`src/hw/rtl/espi_pkg.sv`:
```
`timescale 1ns / 1ps
// Shared types and constants of the encoder speed PI controller.
package espi_pkg;

    localparam int MUL_WIDTH = 18;
    localparam int SPEED_WIDTH = 15;
    localparam int DUTY_WIDTH = 16;
    localparam int ERR_WIDTH = 16;
    localparam int INC_WIDTH = 27;
    localparam int ACC_SUM_WIDTH = 28;
    localparam int ADDR_WIDTH = 5;
    localparam int APB_DATA_WIDTH = 32;

    localparam logic KIND_PULSE = 1'b0;
    localparam logic KIND_TICK = 1'b1;

    localparam logic [2:0] REG_WINDOW_TICKS = 3'd0;
    localparam logic [2:0] REG_SPEED_SCALE = 3'd1;
    localparam logic [2:0] REG_KP = 3'd2;
    localparam logic [2:0] REG_KI_HALF_DT = 3'd3;
    localparam logic [2:0] REG_OUTPUT_LIMIT = 3'd4;
    localparam logic [2:0] REG_PWM_RATIO = 3'd5;

    localparam logic [7:0] WINDOW_TICKS_RESET = 8'd5;
    localparam logic [17:0] SPEED_SCALE_RESET = 18'd109227;
    localparam logic [15:0] KP_RESET = 16'd3980;
    localparam logic [15:0] KI_HALF_DT_RESET = 16'd394;
    localparam logic [15:0] OUTPUT_LIMIT_RESET = 16'd12000;
    localparam logic [15:0] PWM_RATIO_RESET = 16'd5587;

    localparam logic [SPEED_WIDTH-1:0] SPEED_MAX = 15'd32767;

    typedef struct packed {
        logic [7:0]  window_ticks;
        logic [17:0] speed_scale_q16;
        logic [15:0] kp_q8;
        logic [15:0] ki_half_dt_q8;
        logic [15:0] output_limit;
        logic [15:0] pwm_ratio_q16;
    } cfg_t;

endpackage

```
`src/hw/rtl/espi_serial_mac.sv`:
```
`timescale 1ns / 1ps
// Bit-serial multiply-accumulate unit computing mul_a*cand_a + mul_b*cand_b.
module espi_serial_mac #(
    parameter int CAND_WIDTH = 17
) (
    input  logic                                                   aclk,
    input  logic                                                   aresetn,
    input  logic                                                   start,
    input  logic [espi_pkg::MUL_WIDTH-1:0]                         mul_a,
    input  logic [espi_pkg::MUL_WIDTH-1:0]                         mul_b,
    input  logic signed [CAND_WIDTH-1:0]                           cand_a,
    input  logic signed [CAND_WIDTH-1:0]                           cand_b,
    output logic                                                   done,
    output logic signed [CAND_WIDTH+espi_pkg::MUL_WIDTH+1:0]       product
);

    localparam int MW = espi_pkg::MUL_WIDTH;
    localparam int HW = CAND_WIDTH + 2;
    localparam int CNT_WIDTH = $clog2(MW);

    logic [MW-1:0]               mul_a_reg;
    logic [MW-1:0]               mul_b_reg;
    logic signed [CAND_WIDTH-1:0] cand_a_reg;
    logic signed [CAND_WIDTH-1:0] cand_b_reg;
    logic signed [HW-1:0]        hi_reg;
    logic [MW-1:0]               lo_reg;
    logic [CNT_WIDTH-1:0]        cnt_reg;
    logic                        running_reg;
    logic                        done_reg;
    logic signed [HW-1:0]        addend;
    logic signed [HW-1:0]        sum;

    always_comb begin
        addend = (mul_a_reg[0] ? HW'(cand_a_reg) : '0) + (mul_b_reg[0] ? HW'(cand_b_reg) : '0);
        sum = hi_reg + addend;
    end

    always_ff @(posedge aclk) begin
        if (!aresetn) begin
            running_reg <= 1'b0;
            done_reg <= 1'b0;
            cnt_reg <= '0;
        end else begin
            done_reg <= 1'b0;
            if (start) begin
                mul_a_reg <= mul_a;
                mul_b_reg <= mul_b;
                cand_a_reg <= cand_a;
                cand_b_reg <= cand_b;
                hi_reg <= '0;
                lo_reg <= '0;
                cnt_reg <= '0;
                running_reg <= 1'b1;
            end else if (running_reg) begin
                mul_a_reg <= mul_a_reg >> 1;
                mul_b_reg <= mul_b_reg >> 1;
                hi_reg <= sum >>> 1;
                lo_reg <= {sum[0], lo_reg[MW-1:1]};
                cnt_reg <= cnt_reg + CNT_WIDTH'(1);
                if (cnt_reg == CNT_WIDTH'(MW - 1)) begin
                    running_reg <= 1'b0;
                    done_reg <= 1'b1;
                end
            end
        end
    end

    assign done = done_reg;
    assign product = {hi_reg, lo_reg};

endmodule

```
`src/hw/rtl/espi_apb_regs.sv`:
```
`timescale 1ns / 1ps
// Configuration register file behind the APB-style port.
module espi_apb_regs (
    input  logic                                 aclk,
    input  logic                                 aresetn,
    input  logic                                 psel,
    input  logic                                 penable,
    input  logic                                 pwrite,
    input  logic [espi_pkg::ADDR_WIDTH-1:0]      paddr,
    input  logic [espi_pkg::APB_DATA_WIDTH-1:0]  pwdata,
    output logic [espi_pkg::APB_DATA_WIDTH-1:0]  prdata,
    output logic                                 pready,
    output espi_pkg::cfg_t                       cfg
);

    espi_pkg::cfg_t cfg_reg;
    logic [2:0]     reg_idx;
    logic           wr_en;

    assign reg_idx = paddr[4:2];
    assign wr_en = psel && penable && pwrite;
    assign pready = 1'b1;
    assign cfg = cfg_reg;

    always_ff @(posedge aclk) begin
        if (!aresetn) begin
            cfg_reg.window_ticks <= espi_pkg::WINDOW_TICKS_RESET;
            cfg_reg.speed_scale_q16 <= espi_pkg::SPEED_SCALE_RESET;
            cfg_reg.kp_q8 <= espi_pkg::KP_RESET;
            cfg_reg.ki_half_dt_q8 <= espi_pkg::KI_HALF_DT_RESET;
            cfg_reg.output_limit <= espi_pkg::OUTPUT_LIMIT_RESET;
            cfg_reg.pwm_ratio_q16 <= espi_pkg::PWM_RATIO_RESET;
        end else if (wr_en) begin
            unique case (reg_idx)
                espi_pkg::REG_WINDOW_TICKS: cfg_reg.window_ticks <= pwdata[7:0];
                espi_pkg::REG_SPEED_SCALE:  cfg_reg.speed_scale_q16 <= pwdata[17:0];
                espi_pkg::REG_KP:           cfg_reg.kp_q8 <= pwdata[15:0];
                espi_pkg::REG_KI_HALF_DT:   cfg_reg.ki_half_dt_q8 <= pwdata[15:0];
                espi_pkg::REG_OUTPUT_LIMIT: cfg_reg.output_limit <= pwdata[15:0];
                espi_pkg::REG_PWM_RATIO:    cfg_reg.pwm_ratio_q16 <= pwdata[15:0];
                default: begin
                end
            endcase
        end
    end

    always_comb begin
        unique case (reg_idx)
            espi_pkg::REG_WINDOW_TICKS: prdata = 32'(cfg_reg.window_ticks);
            espi_pkg::REG_SPEED_SCALE:  prdata = 32'(cfg_reg.speed_scale_q16);
            espi_pkg::REG_KP:           prdata = 32'(cfg_reg.kp_q8);
            espi_pkg::REG_KI_HALF_DT:   prdata = 32'(cfg_reg.ki_half_dt_q8);
            espi_pkg::REG_OUTPUT_LIMIT: prdata = 32'(cfg_reg.output_limit);
            espi_pkg::REG_PWM_RATIO:    prdata = 32'(cfg_reg.pwm_ratio_q16);
            default:                    prdata = '0;
        endcase
    end

endmodule

```
`src/hw/rtl/espi_core.sv`:
```
`timescale 1ns / 1ps
// Event counters, window sequencer and PI arithmetic around the serial MAC.
module espi_core #(
    parameter int PULSE_COUNT_WIDTH = 16
) (
    input  logic                                  aclk,
    input  logic                                  aresetn,
    input  espi_pkg::cfg_t                        cfg,
    input  logic                                  s_tvalid,
    output logic                                  s_tready,
    input  logic                                  s_kind,
    input  logic [espi_pkg::SPEED_WIDTH-1:0]      s_target,
    output logic                                  m_tvalid,
    input  logic                                  m_tready,
    output logic [espi_pkg::SPEED_WIDTH-1:0]      m_speed,
    output logic [espi_pkg::DUTY_WIDTH-1:0]       m_duty
);

    localparam int PW = PULSE_COUNT_WIDTH;
    localparam int CW = (PW + 1 > 17) ? PW + 1 : 17;
    localparam int PRW = CW + espi_pkg::MUL_WIDTH + 2;
    localparam int MW = espi_pkg::MUL_WIDTH;
    localparam int SW = espi_pkg::SPEED_WIDTH;
    localparam int EW = espi_pkg::ERR_WIDTH;
    localparam int IW = espi_pkg::INC_WIDTH;
    localparam int AW = espi_pkg::ACC_SUM_WIDTH;

    typedef enum logic [2:0] {
        ST_IDLE,
        ST_MSPEED,
        ST_ERR,
        ST_MPI,
        ST_ACC,
        ST_MDUTY,
        ST_OUT
    } state_t;

    state_t                 state_reg;
    logic [PW-1:0]          pulses_reg;
    logic [7:0]             ticks_reg;
    logic signed [EW-1:0]   prev_err_reg;
    logic [15:0]            drive_reg;
    logic [SW-1:0]          target_reg;
    logic [SW-1:0]          speed_reg;
    logic signed [EW-1:0]   err_reg;
    logic signed [IW-1:0]   inc_reg;
    logic [15:0]            duty_reg;
    logic                   m_tvalid_reg;
    logic [SW-1:0]          m_speed_reg;
    logic [15:0]            m_duty_reg;

    logic [7:0]             win;
    logic [7:0]             ticks_inc;
    logic                   window_end;
    logic                   in_accept;
    logic signed [EW-1:0]   err_next;
    logic signed [EW:0]     esum_next;
    logic                   mac_start;
    logic [MW-1:0]          mac_mul_a;
    logic [MW-1:0]          mac_mul_b;
    logic signed [CW-1:0]   mac_cand_a;
    logic signed [CW-1:0]   mac_cand_b;
    logic                   mac_done;
    logic signed [PRW-1:0]  mac_product;
    logic [SW-1:0]          speed_sat;
    logic                   round_up;
    logic signed [PRW-1:0]  quot;
    logic signed [AW-1:0]   acc_sum;
    logic [15:0]            acc_clamped;

    assign s_tready = (state_reg == ST_IDLE);
    assign in_accept = s_tvalid && s_tready;
    assign m_tvalid = m_tvalid_reg;
    assign m_speed = m_speed_reg;
    assign m_duty = m_duty_reg;

    always_comb begin
        win = (cfg.window_ticks == 8'd0) ? 8'd1 : cfg.window_ticks;
        ticks_inc = ticks_reg + 8'd1;
        window_end = (ticks_inc == 8'd0) || (ticks_inc >= win);

        err_next = $signed({1'b0, target_reg}) - $signed({1'b0, speed_reg});
        esum_next = (EW + 1)'(err_next) + (EW + 1)'(prev_err_reg);

        if (mac_product[PRW-1:31] != '0) begin
            speed_sat = espi_pkg::SPEED_MAX;
        end else begin
            speed_sat = mac_product[30:16];
        end

        round_up = mac_product[PRW-1] && (mac_product[7:0] != 8'd0);
        quot = (mac_product >>> 8) + $signed(PRW'(round_up));

        acc_sum = $signed({12'd0, drive_reg}) + AW'(inc_reg);
        if (acc_sum >= $signed({12'd0, cfg.output_limit})) begin
            acc_clamped = cfg.output_limit;
        end else if (acc_sum <= 0) begin
            acc_clamped = '0;
        end else begin
            acc_clamped = acc_sum[15:0];
        end
    end

    always_comb begin
        mac_start = 1'b0;
        mac_mul_a = cfg.speed_scale_q16;
        mac_mul_b = '0;
        mac_cand_a = $signed(CW'(pulses_reg));
        mac_cand_b = '0;
        case (state_reg)
            ST_IDLE: begin
                mac_start = in_accept && (s_kind == espi_pkg::KIND_TICK) && window_end;
            end
            ST_ERR: begin
                mac_start = 1'b1;
                mac_mul_a = MW'(cfg.kp_q8);
                mac_mul_b = MW'(cfg.ki_half_dt_q8);
                mac_cand_a = CW'(err_next);
                mac_cand_b = CW'(esum_next);
            end
            ST_ACC: begin
                mac_start = 1'b1;
                mac_mul_a = MW'(cfg.pwm_ratio_q16);
                mac_cand_a = $signed(CW'(acc_clamped));
            end
            default: begin
            end
        endcase
    end

    espi_serial_mac #(
        .CAND_WIDTH(CW)
    ) u_mac (
        .aclk    (aclk),
        .aresetn (aresetn),
        .start   (mac_start),
        .mul_a   (mac_mul_a),
        .mul_b   (mac_mul_b),
        .cand_a  (mac_cand_a),
        .cand_b  (mac_cand_b),
        .done    (mac_done),
        .product (mac_product)
    );

    always_ff @(posedge aclk) begin
        if (!aresetn) begin
            state_reg <= ST_IDLE;
            pulses_reg <= '0;
            ticks_reg <= '0;
            prev_err_reg <= '0;
            drive_reg <= '0;
            m_tvalid_reg <= 1'b0;
        end else begin
            if (state_reg == ST_OUT && (!m_tvalid_reg || m_tready)) begin
                m_tvalid_reg <= 1'b1;
            end else if (m_tready) begin
                m_tvalid_reg <= 1'b0;
            end
            unique case (state_reg)
                ST_IDLE: begin
                    if (in_accept) begin
                        if (s_kind == espi_pkg::KIND_PULSE) begin
                            if (pulses_reg != '1) begin
                                pulses_reg <= pulses_reg + PW'(1);
                            end
                        end else if (window_end) begin
                            ticks_reg <= '0;
                            pulses_reg <= '0;
                            target_reg <= s_target;
                            state_reg <= ST_MSPEED;
                        end else begin
                            ticks_reg <= ticks_inc;
                        end
                    end
                end
                ST_MSPEED: begin
                    if (mac_done) begin
                        speed_reg <= speed_sat;
                        state_reg <= ST_ERR;
                    end
                end
                ST_ERR: begin
                    err_reg <= err_next;
                    state_reg <= ST_MPI;
                end
                ST_MPI: begin
                    if (mac_done) begin
                        inc_reg <= quot[IW-1:0];
                        state_reg <= ST_ACC;
                    end
                end
                ST_ACC: begin
                    drive_reg <= acc_clamped;
                    prev_err_reg <= err_reg;
                    state_reg <= ST_MDUTY;
                end
                ST_MDUTY: begin
                    if (mac_done) begin
                        duty_reg <= mac_product[31:16];
                        state_reg <= ST_OUT;
                    end
                end
                ST_OUT: begin
                    if (!m_tvalid_reg || m_tready) begin
                        m_speed_reg <= speed_reg;
                        m_duty_reg <= duty_reg;
                        state_reg <= ST_IDLE;
                    end
                end
                default: begin
                    state_reg <= ST_IDLE;
                end
            endcase
        end
    end

endmodule

```
`src/hw/rtl/encoder_speed_pi_controller.sv`:
```
`timescale 1ns / 1ps
// Top level of the encoder speed PI controller.
//
// Each input transaction is an event: tuser low is an encoder pulse, tuser high a timer
// tick. A pulse, or a tick that does not close the measurement window, is taken without
// leaving the idle state and gives no result. A tick that closes the window starts the
// window math, which runs three passes through one bit-serial multiply-accumulate unit
// (speed, PI increment, duty), each loading its operands, shifting through the 18 multiplier
// bits and capturing the product; the result transaction becomes valid once the output
// register is free, and s_tready stays low meanwhile, so the next event is taken only after
// the result is loaded into the output register. A result still waiting in the output
// register does not block pulses or ticks that leave the window open.
module encoder_speed_pi_controller #(
    parameter int PULSE_COUNT_WIDTH = 16
) (
    input  logic        aclk,
    input  logic        aresetn,
    input  logic        s_tvalid,
    output logic        s_tready,
    input  logic [15:0] s_tdata,   // [14:0] target_speed, [15] zero fill
    input  logic        s_tuser,   // [0] kind
    output logic        m_tvalid,
    input  logic        m_tready,
    output logic [31:0] m_tdata,   // [14:0] measured_speed, [30:15] pwm_duty, [31] zero fill
    input  logic        psel,
    input  logic        penable,
    input  logic        pwrite,
    input  logic [4:0]  paddr,
    input  logic [31:0] pwdata,
    output logic [31:0] prdata,
    output logic        pready
);

    espi_pkg::cfg_t                        cfg;
    logic [espi_pkg::SPEED_WIDTH-1:0]      m_speed;
    logic [espi_pkg::DUTY_WIDTH-1:0]       m_duty;

    espi_apb_regs u_regs (
        .aclk    (aclk),
        .aresetn (aresetn),
        .psel    (psel),
        .penable (penable),
        .pwrite  (pwrite),
        .paddr   (paddr),
        .pwdata  (pwdata),
        .prdata  (prdata),
        .pready  (pready),
        .cfg     (cfg)
    );

    espi_core #(
        .PULSE_COUNT_WIDTH(PULSE_COUNT_WIDTH)
    ) u_core (
        .aclk     (aclk),
        .aresetn  (aresetn),
        .cfg      (cfg),
        .s_tvalid (s_tvalid),
        .s_tready (s_tready),
        .s_kind   (s_tuser),
        .s_target (s_tdata[14:0]),
        .m_tvalid (m_tvalid),
        .m_tready (m_tready),
        .m_speed  (m_speed),
        .m_duty   (m_duty)
    );

    assign m_tdata = {1'b0, m_duty, m_speed};

endmodule

```
`config.mk`:
```
export PLATFORM = sky130hd
export DESIGN_NAME = encoder_speed_pi_controller
export DESIGN_NICKNAME = d
export VERILOG_FILES = /design/src/hw/rtl/espi_pkg.sv /design/src/hw/rtl/espi_serial_mac.sv /design/src/hw/rtl/espi_apb_regs.sv /design/src/hw/rtl/espi_core.sv /design/src/hw/rtl/encoder_speed_pi_controller.sv
export SDC_FILE = /design/constraint.sdc
export NUM_CORES = 1
export LEC_CHECK = 0
export ABC_AREA = 1
export BUFFER_PORTS_ARGS = -buffer_cell sky130_fd_sc_hd__buf_4
export CORE_ASPECT_RATIO = 0.7
export CORE_MARGIN = 8
export CORE_UTILIZATION = 35
export CTS_BUF_LIST = sky130_fd_sc_hd__clkbuf_8
export DETAILED_ROUTE_END_ITERATION = 10
export GPL_TIMING_DRIVEN = 0
export SETUP_SLACK_MARGIN = 0.2
export SLEW_MARGIN = 20
export SYNTH_ARGS = -nofsm -noshare
export SYNTH_HDL_FRONTEND = slang
export SYNTH_HIERARCHICAL = 1
export SYNTH_SLANG_ARGS = --single-unit
export TNS_END_PERCENT = 50
```
`constraint.sdc`:
```
create_clock -name aclk -period 6.21 [get_ports aclk]
set_clock_uncertainty 0.1 [all_clocks]
set_input_delay 0 -clock aclk [delete_from_list [all_inputs] [get_ports aclk]]
set_output_delay 0 -clock aclk [all_outputs]
set_load 0.02 [all_outputs]
```
== Word level (Yosys, flattened, before mapping) ==
Index checks and enable logic that the tools add are counted.

* Muxes and demuxes: 34
* $mul: 0
* Reductions and logical operators: 39
* Equality and inequality tests: 21
* Shifts and indexed selects: 0
* Add/subtract/negate cells: 9
* Div/mod/pow operators: 0
* $lt $le $gt $ge: 3
* Bitwise logic cells: 2

{| class="wikitable"
|+ Operators with widths
! operator !! count
|-
| 18-bit one-hot mux with 6 select lines || 1
|-
| 16-bit 2-to-1 mux || 6
|-
| 18-bit 2-to-1 mux || 5
|-
| 19-bit 2-to-1 mux || 3
|-
| 19-bit adder || 2
|-
| 18-bit one-hot mux with 2 select lines || 1
|-
| 17-bit one-hot mux with 2 select lines || 1
|-
| 17-bit by 27-bit adder with 28-bit output || 1
|-
| 28-bit by 17-bit greater-or-equal comparator with 1-bit output || 1
|-
| 28-bit by 1-bit less-or-equal comparator with 1-bit output, second input constant || 1
|-
| 27-bit by 2-bit adder with 27-bit output || 1
|-
| 3-bit 2-to-1 mux || 7
|-
| 3-bit one-hot mux with 7 select lines || 1
|-
| 2-bit AND reduction || 9
|-
| 16-bit by 16-bit adder with 17-bit output || 1
|-
| 16-bit by 1-bit adder with 16-bit output, second input constant || 1
|-
| 8-bit zero test || 2
|-
| 8-bit 2-to-1 mux || 2
|-
| 16-bit != test, second input constant || 1
|-
| 15-bit by 15-bit subtractor with 16-bit output || 1
|-
| 3-bit == test, second input constant || 5
|-
| 3-bit AND reduction || 5
|-
| 2-bit != test, second input constant || 7
|-
| 3-bit by 2-bit == test with 1-bit output, second input constant || 4
|-
| 21 further kinds || 39
|}

* Memories kept: 0
* Output and inout bits: 67
* Register bits: 384
* Bits in read-only memories: 0
* Latch bits: 0
* Bits in writable memories: 0
* Input port bits: 61
* Logic and storage cells: 136

== Logic depth before layout (Yosys ltp) ==
* Word-level depth: 8
* Depth in mapped cells: 25

== By module ==
Netlist, hierarchy kept.

{| class="wikitable"
|+ Modules (own cells, without submodules)
! module !! area an instance (sq um) !! instances !! cells each
|-
| espi_core || 11885.1 || 1 || 1552
|-
| espi_serial_mac || 5840.6 || 1 || 598
|-
| espi_apb_regs || 4638.2 || 1 || 711
|-
| encoder_speed_pi_controller || 11.3 || 1 || 2
|}

== Worst setup path after synthesis ==
OpenSTA, ideal clock, no wires.

* Path type: register to register
* Start: register u_core.ticks_reg[0]
* End: register u_core.u_mac.running_reg
* Setup slack: -0.284 ns
* Cell stages (with the launch flop): 18
* Path buffers: 1
* Arrival: 6.319 ns
* Cells stage by stage: dfxtp_1 -> nand3_1 -> nand3b_1 -> nand3b_1 -> xor2_1 -> inv_1 -> ha_1 -> nand2_1 -> nor4_1 -> a211oi_1 -> o21ai_1 -> nand2_1 -> nand2_1 -> buf_2 -> inv_1 -> a21oi_1 -> o21ai_0 -> inv_1

* Longest elaborated chain between the ends: 6
* Elaborated cells between the ends (all ways): 7
* Classes of those cells: add/sub: 1; order compare: 1; mux: 2; reduce/logical: 3

{| class="wikitable"
|+ RTL lines
! what !! RTL line !! source
|-
| start: declaration || espi_core.sv:40 || <nowiki>logic [7:0] ticks_reg;</nowiki>
|-
| start signal: assignment || espi_core.sv:172 || <nowiki>ticks_reg <= ticks_inc;</nowiki>
|-
| 8-bit by 1-bit adder with 8-bit output * || espi_core.sv:79 || <nowiki>ticks_inc = ticks_reg + 8'd1;</nowiki>
|-
| 8-bit greater-or-equal comparator or 8-bit zero test (tied branches) || espi_core.sv:80 || <nowiki>window_end = (ticks_inc == 8'd0) || (ticks_inc >= win);</nowiki>
|-
| 1-bit logical OR * || espi_core.sv:80 ||
|-
| 1-bit logical AND * || espi_core.sv:112 || <nowiki>mac_start = in_accept && (s_kind == espi_pkg::KIND_TICK) && window_end;</nowiki>
|-
| 1-bit one-hot mux with 2 select lines * || espi_core.sv:110 || <nowiki>case (state_reg)</nowiki>
|-
| net u_core.mac_start || espi_core.sv:58 || <nowiki>logic mac_start;</nowiki>
|-
| 1-bit 2-to-1 mux * || espi_serial_mac.sv:45 || <nowiki>if (start) begin</nowiki>
|-
| end signal: assignment || espi_serial_mac.sv:40 || <nowiki>running_reg <= 1'b0;</nowiki>
|-
| end signal: assignment || espi_serial_mac.sv:53 || <nowiki>running_reg <= 1'b1;</nowiki>
|-
| end signal: assignment || espi_serial_mac.sv:61 || <nowiki>running_reg <= 1'b0;</nowiki>
|-
| end: declaration || espi_serial_mac.sv:28 || <nowiki>logic running_reg;</nowiki>
|}

Mark *: on every way through the listed nets, which the timed path passes. The rest lies on a longest branch.
A chain may end at the register's enable or synchronous reset.

== Final worst setup path ==
* Start: register u_core.ticks_reg[0]
* End: register u_core.u_mac.hi_reg[15], enable pin

* Longest elaborated chain between the ends: 7
* Elaborated cells between the ends (all ways): 8
* Classes of those cells: add/sub: 1; order compare: 1; mux: 1; reduce/logical: 5

{| class="wikitable"
|+ RTL lines
! what !! RTL line !! source
|-
| 8-bit by 1-bit adder with 8-bit output * || espi_core.sv:79 ||
|-
| 8-bit greater-or-equal comparator or 8-bit zero test (tied branches) || espi_core.sv:80 ||
|-
| 1-bit logical OR * || espi_core.sv:80 ||
|-
| 1-bit logical AND * || espi_core.sv:112 ||
|-
| 1-bit one-hot mux with 2 select lines * || espi_core.sv:110 ||
|-
| net u_core.mac_start || espi_core.sv:58 ||
|-
| 2-bit nonzero test (no source line) * || -- ||
|-
| 2-bit AND reduction (no source line) * || -- ||
|-
| end signal: assignment || espi_serial_mac.sv:57 || <nowiki>hi_reg <= sum >>> 1;</nowiki>
|-
| end: declaration || espi_serial_mac.sv:25 || <nowiki>logic signed [HW-1:0] hi_reg;</nowiki>
|}

Marks and branches as above.

==> summary by stage <==
Global route
The number of global-route vias before repair came to 18,700. In the global route stage, overall resource usage came out at 19.1%. Entering global routing, the biggest net connects 35 pins.

The final global-route overflow total is 0. The initial antenna violation count is 1. The global-route wire length before repair is 108 mm.

STA
The number of max-slew violations in the final report was 0. Dividing the final minimum period by the clock period gives 73.9%. The highest clock frequency the design can meet is 218 MHz. The relative slew slack is 29.1%. The post-route minimum period is 4.59 ns.

On the final layout, the worst hold slack is 0.0516 ns. The setup violation total in the final timing report is 0. The transition time of the tightest slew-check pin is 1.06 ns. Setup repair after global routing left no endpoint under its margin.

The number of hold-slack violations in the final timing report is 0.

Synthesis
Ranked by total cell area, the synthesized netlist is headed by sky130_fd_sc_hd__edfxtp_1 (30%), sky130_fd_sc_hd__dfxtp_1 (14%), sky130_fd_sc_hd__nand2_1 (14%), sky130_fd_sc_hd__inv_1 (6.6%), sky130_fd_sc_hd__nor2_1 (6.1%). sky130_fd_sc_hd__edfxtp_1 takes more of the synthesized area than any other cell. The most common cell in the netlist is sky130_fd_sc_hd__nand2_1. Counting every instance in the synthesized netlist gives 2,863. For this run, the number of Yosys warnings is 6.

The number of enable flip-flop cells after synthesis is 226. The area of the mapped netlist is 22,400 um^2. In this run, synthesis produced a sequential element count of 383. After synthesis, flip-flops and latches occupy 44.4% of the total area.

In the synthesized netlist, the cells that appear most often are sky130_fd_sc_hd__nand2_1 (809), sky130_fd_sc_hd__inv_1 (393), sky130_fd_sc_hd__nor2_1 (363). In the synthesized netlist the async set-or-reset flop fraction comes to 0%. The predominant post-synthesis flop cell is sky130_fd_sc_hd__edfxtp_1. The mean area per synthesized cell is 7.82 um^2.

The share of Yosys cell area claimed by the top area cell type is 30.3%. Yosys mapped the design onto 59 distinct sky130hd cell types.

Floorplan
The core region is 63,200 um^2. The die boundary height is 228 um. The starting density of the core is 35.4%. The die covers 72,400 um^2. 128 I/O pins were placed. The initialized floorplan defines 77 standard-cell rows.

In this run the horizontal extent of the chip is 318 um.

Setup path
The critical path goes through nand3_1, nand3b_1, nand3b_1, xor2_1, inv_1, ha_1, nand2_1, nor4_1, a211oi_1, o21ai_1, nand2_1, nand2_1, buf_2, inv_1, a21oi_4, buf_16, buf_12. The type of the setup path with the least slack is reg2reg. The worst setup path is captured at a register. The count of buffer and inverter cells on the critical path is 5. STA puts the critical path data required time at 6.44 ns.

The worst-path cell with the longest stage delay is sky130_fd_sc_hd__a21oi_4. For this run, the slowest stage of the critical path takes 0.65 ns. The worst setup path is launched from a register. The cell seen most often among critical-path stages is sky130_fd_sc_hd__nand2_1. The source of the worst register-to-register timing path is u_core/ticks_reg[0]$_SDFFE_PN0P_. In this run the worst setup path begins at u_core/ticks_reg[0]$_SDFFE_PN0P_.

The kind of cell with the highest combined delay along the critical path is simple AND/OR/NAND/NOR gates. The signal arrival time at the worst endpoint is 4.82 ns. In this run the worst path has a maximum fanout of 21.

Place
The number of I/O port buffers is 93. In this run, placement finished with an instance count of 3,815. The post-detailed-placement half-perimeter wirelength is 54.5 mm. Once placement finished, the instance area stood at 24,400 um^2.

Routability-driven placement finished with a final weighted congestion of 0.969.

Clock tree
The tree built by TritonCTS fans out to 383 sinks. The clock buffer count from CTS is 68. CTS built an H-tree with a depth of 3. The clock passes through at most 3 buffers.

Clock latency on the worst-skew pair, taken at its later pin, is 0.67 ns. Clock-pin slew was measured on the worst setup and hold paths at 0.06 ns. TritonCTS built the clock tree. Clock tree synthesis selected as its root buffer the cell sky130_fd_sc_hd__clkbuf_8.

Finish
The layout filler cell count is 6,370. After routing the design area is 26,700 um^2. The flip-flop count of the largest register, all copies and words added is 90. Excluding fillers, the count of instances in the completed layout stands at 4,029. The final net count is 3,320. The fraction of layout instances using a drive strength above 1 is 12.3%. Compared with the post-synthesis result, the final layout area differs by 19.2%.

Pwr
The static leakage is 0.0123 uW. The power density normalized to cell area is 307 nW/um^2. VDD sags by at most 0.155 mV.

Detailed routing
The count of antenna-violating nets left after detailed routing is 0. Wires add up to 70.8 mm. The DRC violation count after routing is 0. In this run, the number of DRC markers left after iteration 0 of detailed routing was 2,154. The detailed-router iteration count before antenna repair is 7.

The average wire per standard cell is 17.6 um. The detailed-route vias per instance is 4.91. The routed layout has 19,800 vias.

Status
The flow ran to the end, and the final reports show no timing, DRC or antenna violations.

Hold path
The launch point of the worst hold path is pwdata[9]. The class of the tightest hold or removal check is in2reg.

Flow run
Max-cap violations in this run came to 0.
worst min-delay path, cell delays in order:
cell	delay [ns]
sky130_fd_sc_hd__dlygate4sd3_1	0.53
sky130_fd_sc_hd__buf_4	0.13
sky130_fd_sc_hd__nand2_1	0.05
sky130_fd_sc_hd__nand3_1	0.07
per-layer routing:
layer | vias up | part of all wire (%) | global-route usage (%)
met1 | 9129 | 49 | 28.8
met4 | 0 | 2.1 | 4.93
met3 | 114 | 11 | 5.51
met2 | 827 | 38 | 26.3
met5 | - | 0 | 0
li1 | 9728 | - | -
placed cells by master, fill, tap and decap left out, drive strengths merged, types with 4 or more instances in the layout:
cell / synthesis / routed
conb: 4 / 18
a211oi: 5 / 5
xor2: 37 / 37
or2: 4 / 4
ha: 94 / 94
a21oi: 122 / 122
fa: 22 / 22
dfxtp: 157 / 157
a21boi: 4 / 4
o21ai: 75 / 75
dlygate4sd3: 0 / 87
nand4: 53 / 53
clkbuf: 39 / 113
nor4: 14 / 14
nand2: 841 / 841
bufinv: 0 / 4
nand3: 248 / 248
clkinv: 1 / 25
xnor2: 16 / 16
nor3: 18 / 18
buf: 62 / 171
nor2: 385 / 385
inv: 409 / 430
edfxtp: 226 / 226
repair_timing:
item	in CTS	in global routing
buffers inserted	0	0
setup endpoints to repair	0	0
hold endpoints to repair	197	0
gates resized for setup	0	0
hold buffers	87	0
final cells by class:
class,count,area (um^2),area share (%)
Buffer,101,577,2.16
Clock inverter,52,375,1.41
Inverter,410,1540,5.78
Tap cell,829,1040,3.89
Clock buffer,74,1020,3.82
Sequential cell,383,9930,37.2
Timing Repair Buffer,196,1760,6.61
Multi-Input combinational cell,1983,10400,39.1
Antenna cell,1,2.50,0.00938
where the power goes:
| part | switching (uW) | internal [uW] | total (uW) |
|---|---|---|---|
| registers | 184 | 3090 | 3280 |
| clock network | 1150 | 1290 | 2430 |
| logic | 1690 | 778 | 2470 |
| total | 3020 | 5160 | 8180 |
logic make-up (layout without fill, tap and decap cells):
kind of cell	after synthesis	in the layout	synth area share [%]
adder cells (fa/ha/maj)	116	116	7.22
AND/OR/NAND/NOR	1572	1572	31.1
XOR/XNOR	53	53	2.07
other	4	19	0.0671
flip-flops	383	383	44.4
AO/OA/AOI/OAI	224	224	5.64
buffers and inverters	511	833	9.47
per-stage QoR:
stage               utilization [%]  worst slack [ns]  setup TNS [ns]  total power [uW]
floorplan                         -              1.41               0              4880
global placement               38.2            -0.509          -43.10              5640
detailed placement             38.6              1.69               0              5690
CTS                            42.2              1.62               0              8190
global route                   42.2              1.21               0              8640
finish                         42.2              1.62               0              8180
worst paths after layout:
kind / endpoint / slack (ns) / depth (start not counted)
min reg2reg: u_core/m_duty[2]$_DFFE_PP_ / 0.29 / 0
max: u_core/u_mac/hi_reg[15]$_SDFFCE_PP0P_ / 1.62 / 17
max reg2reg: u_core/u_mac/hi_reg[15]$_SDFFCE_PP0P_ / 1.62 / 17
min: u_regs/cfg[73]$_SDFFE_PN1P_ / 0.05 / 4
Note: power is estimated with default switching activity, not from simulation.
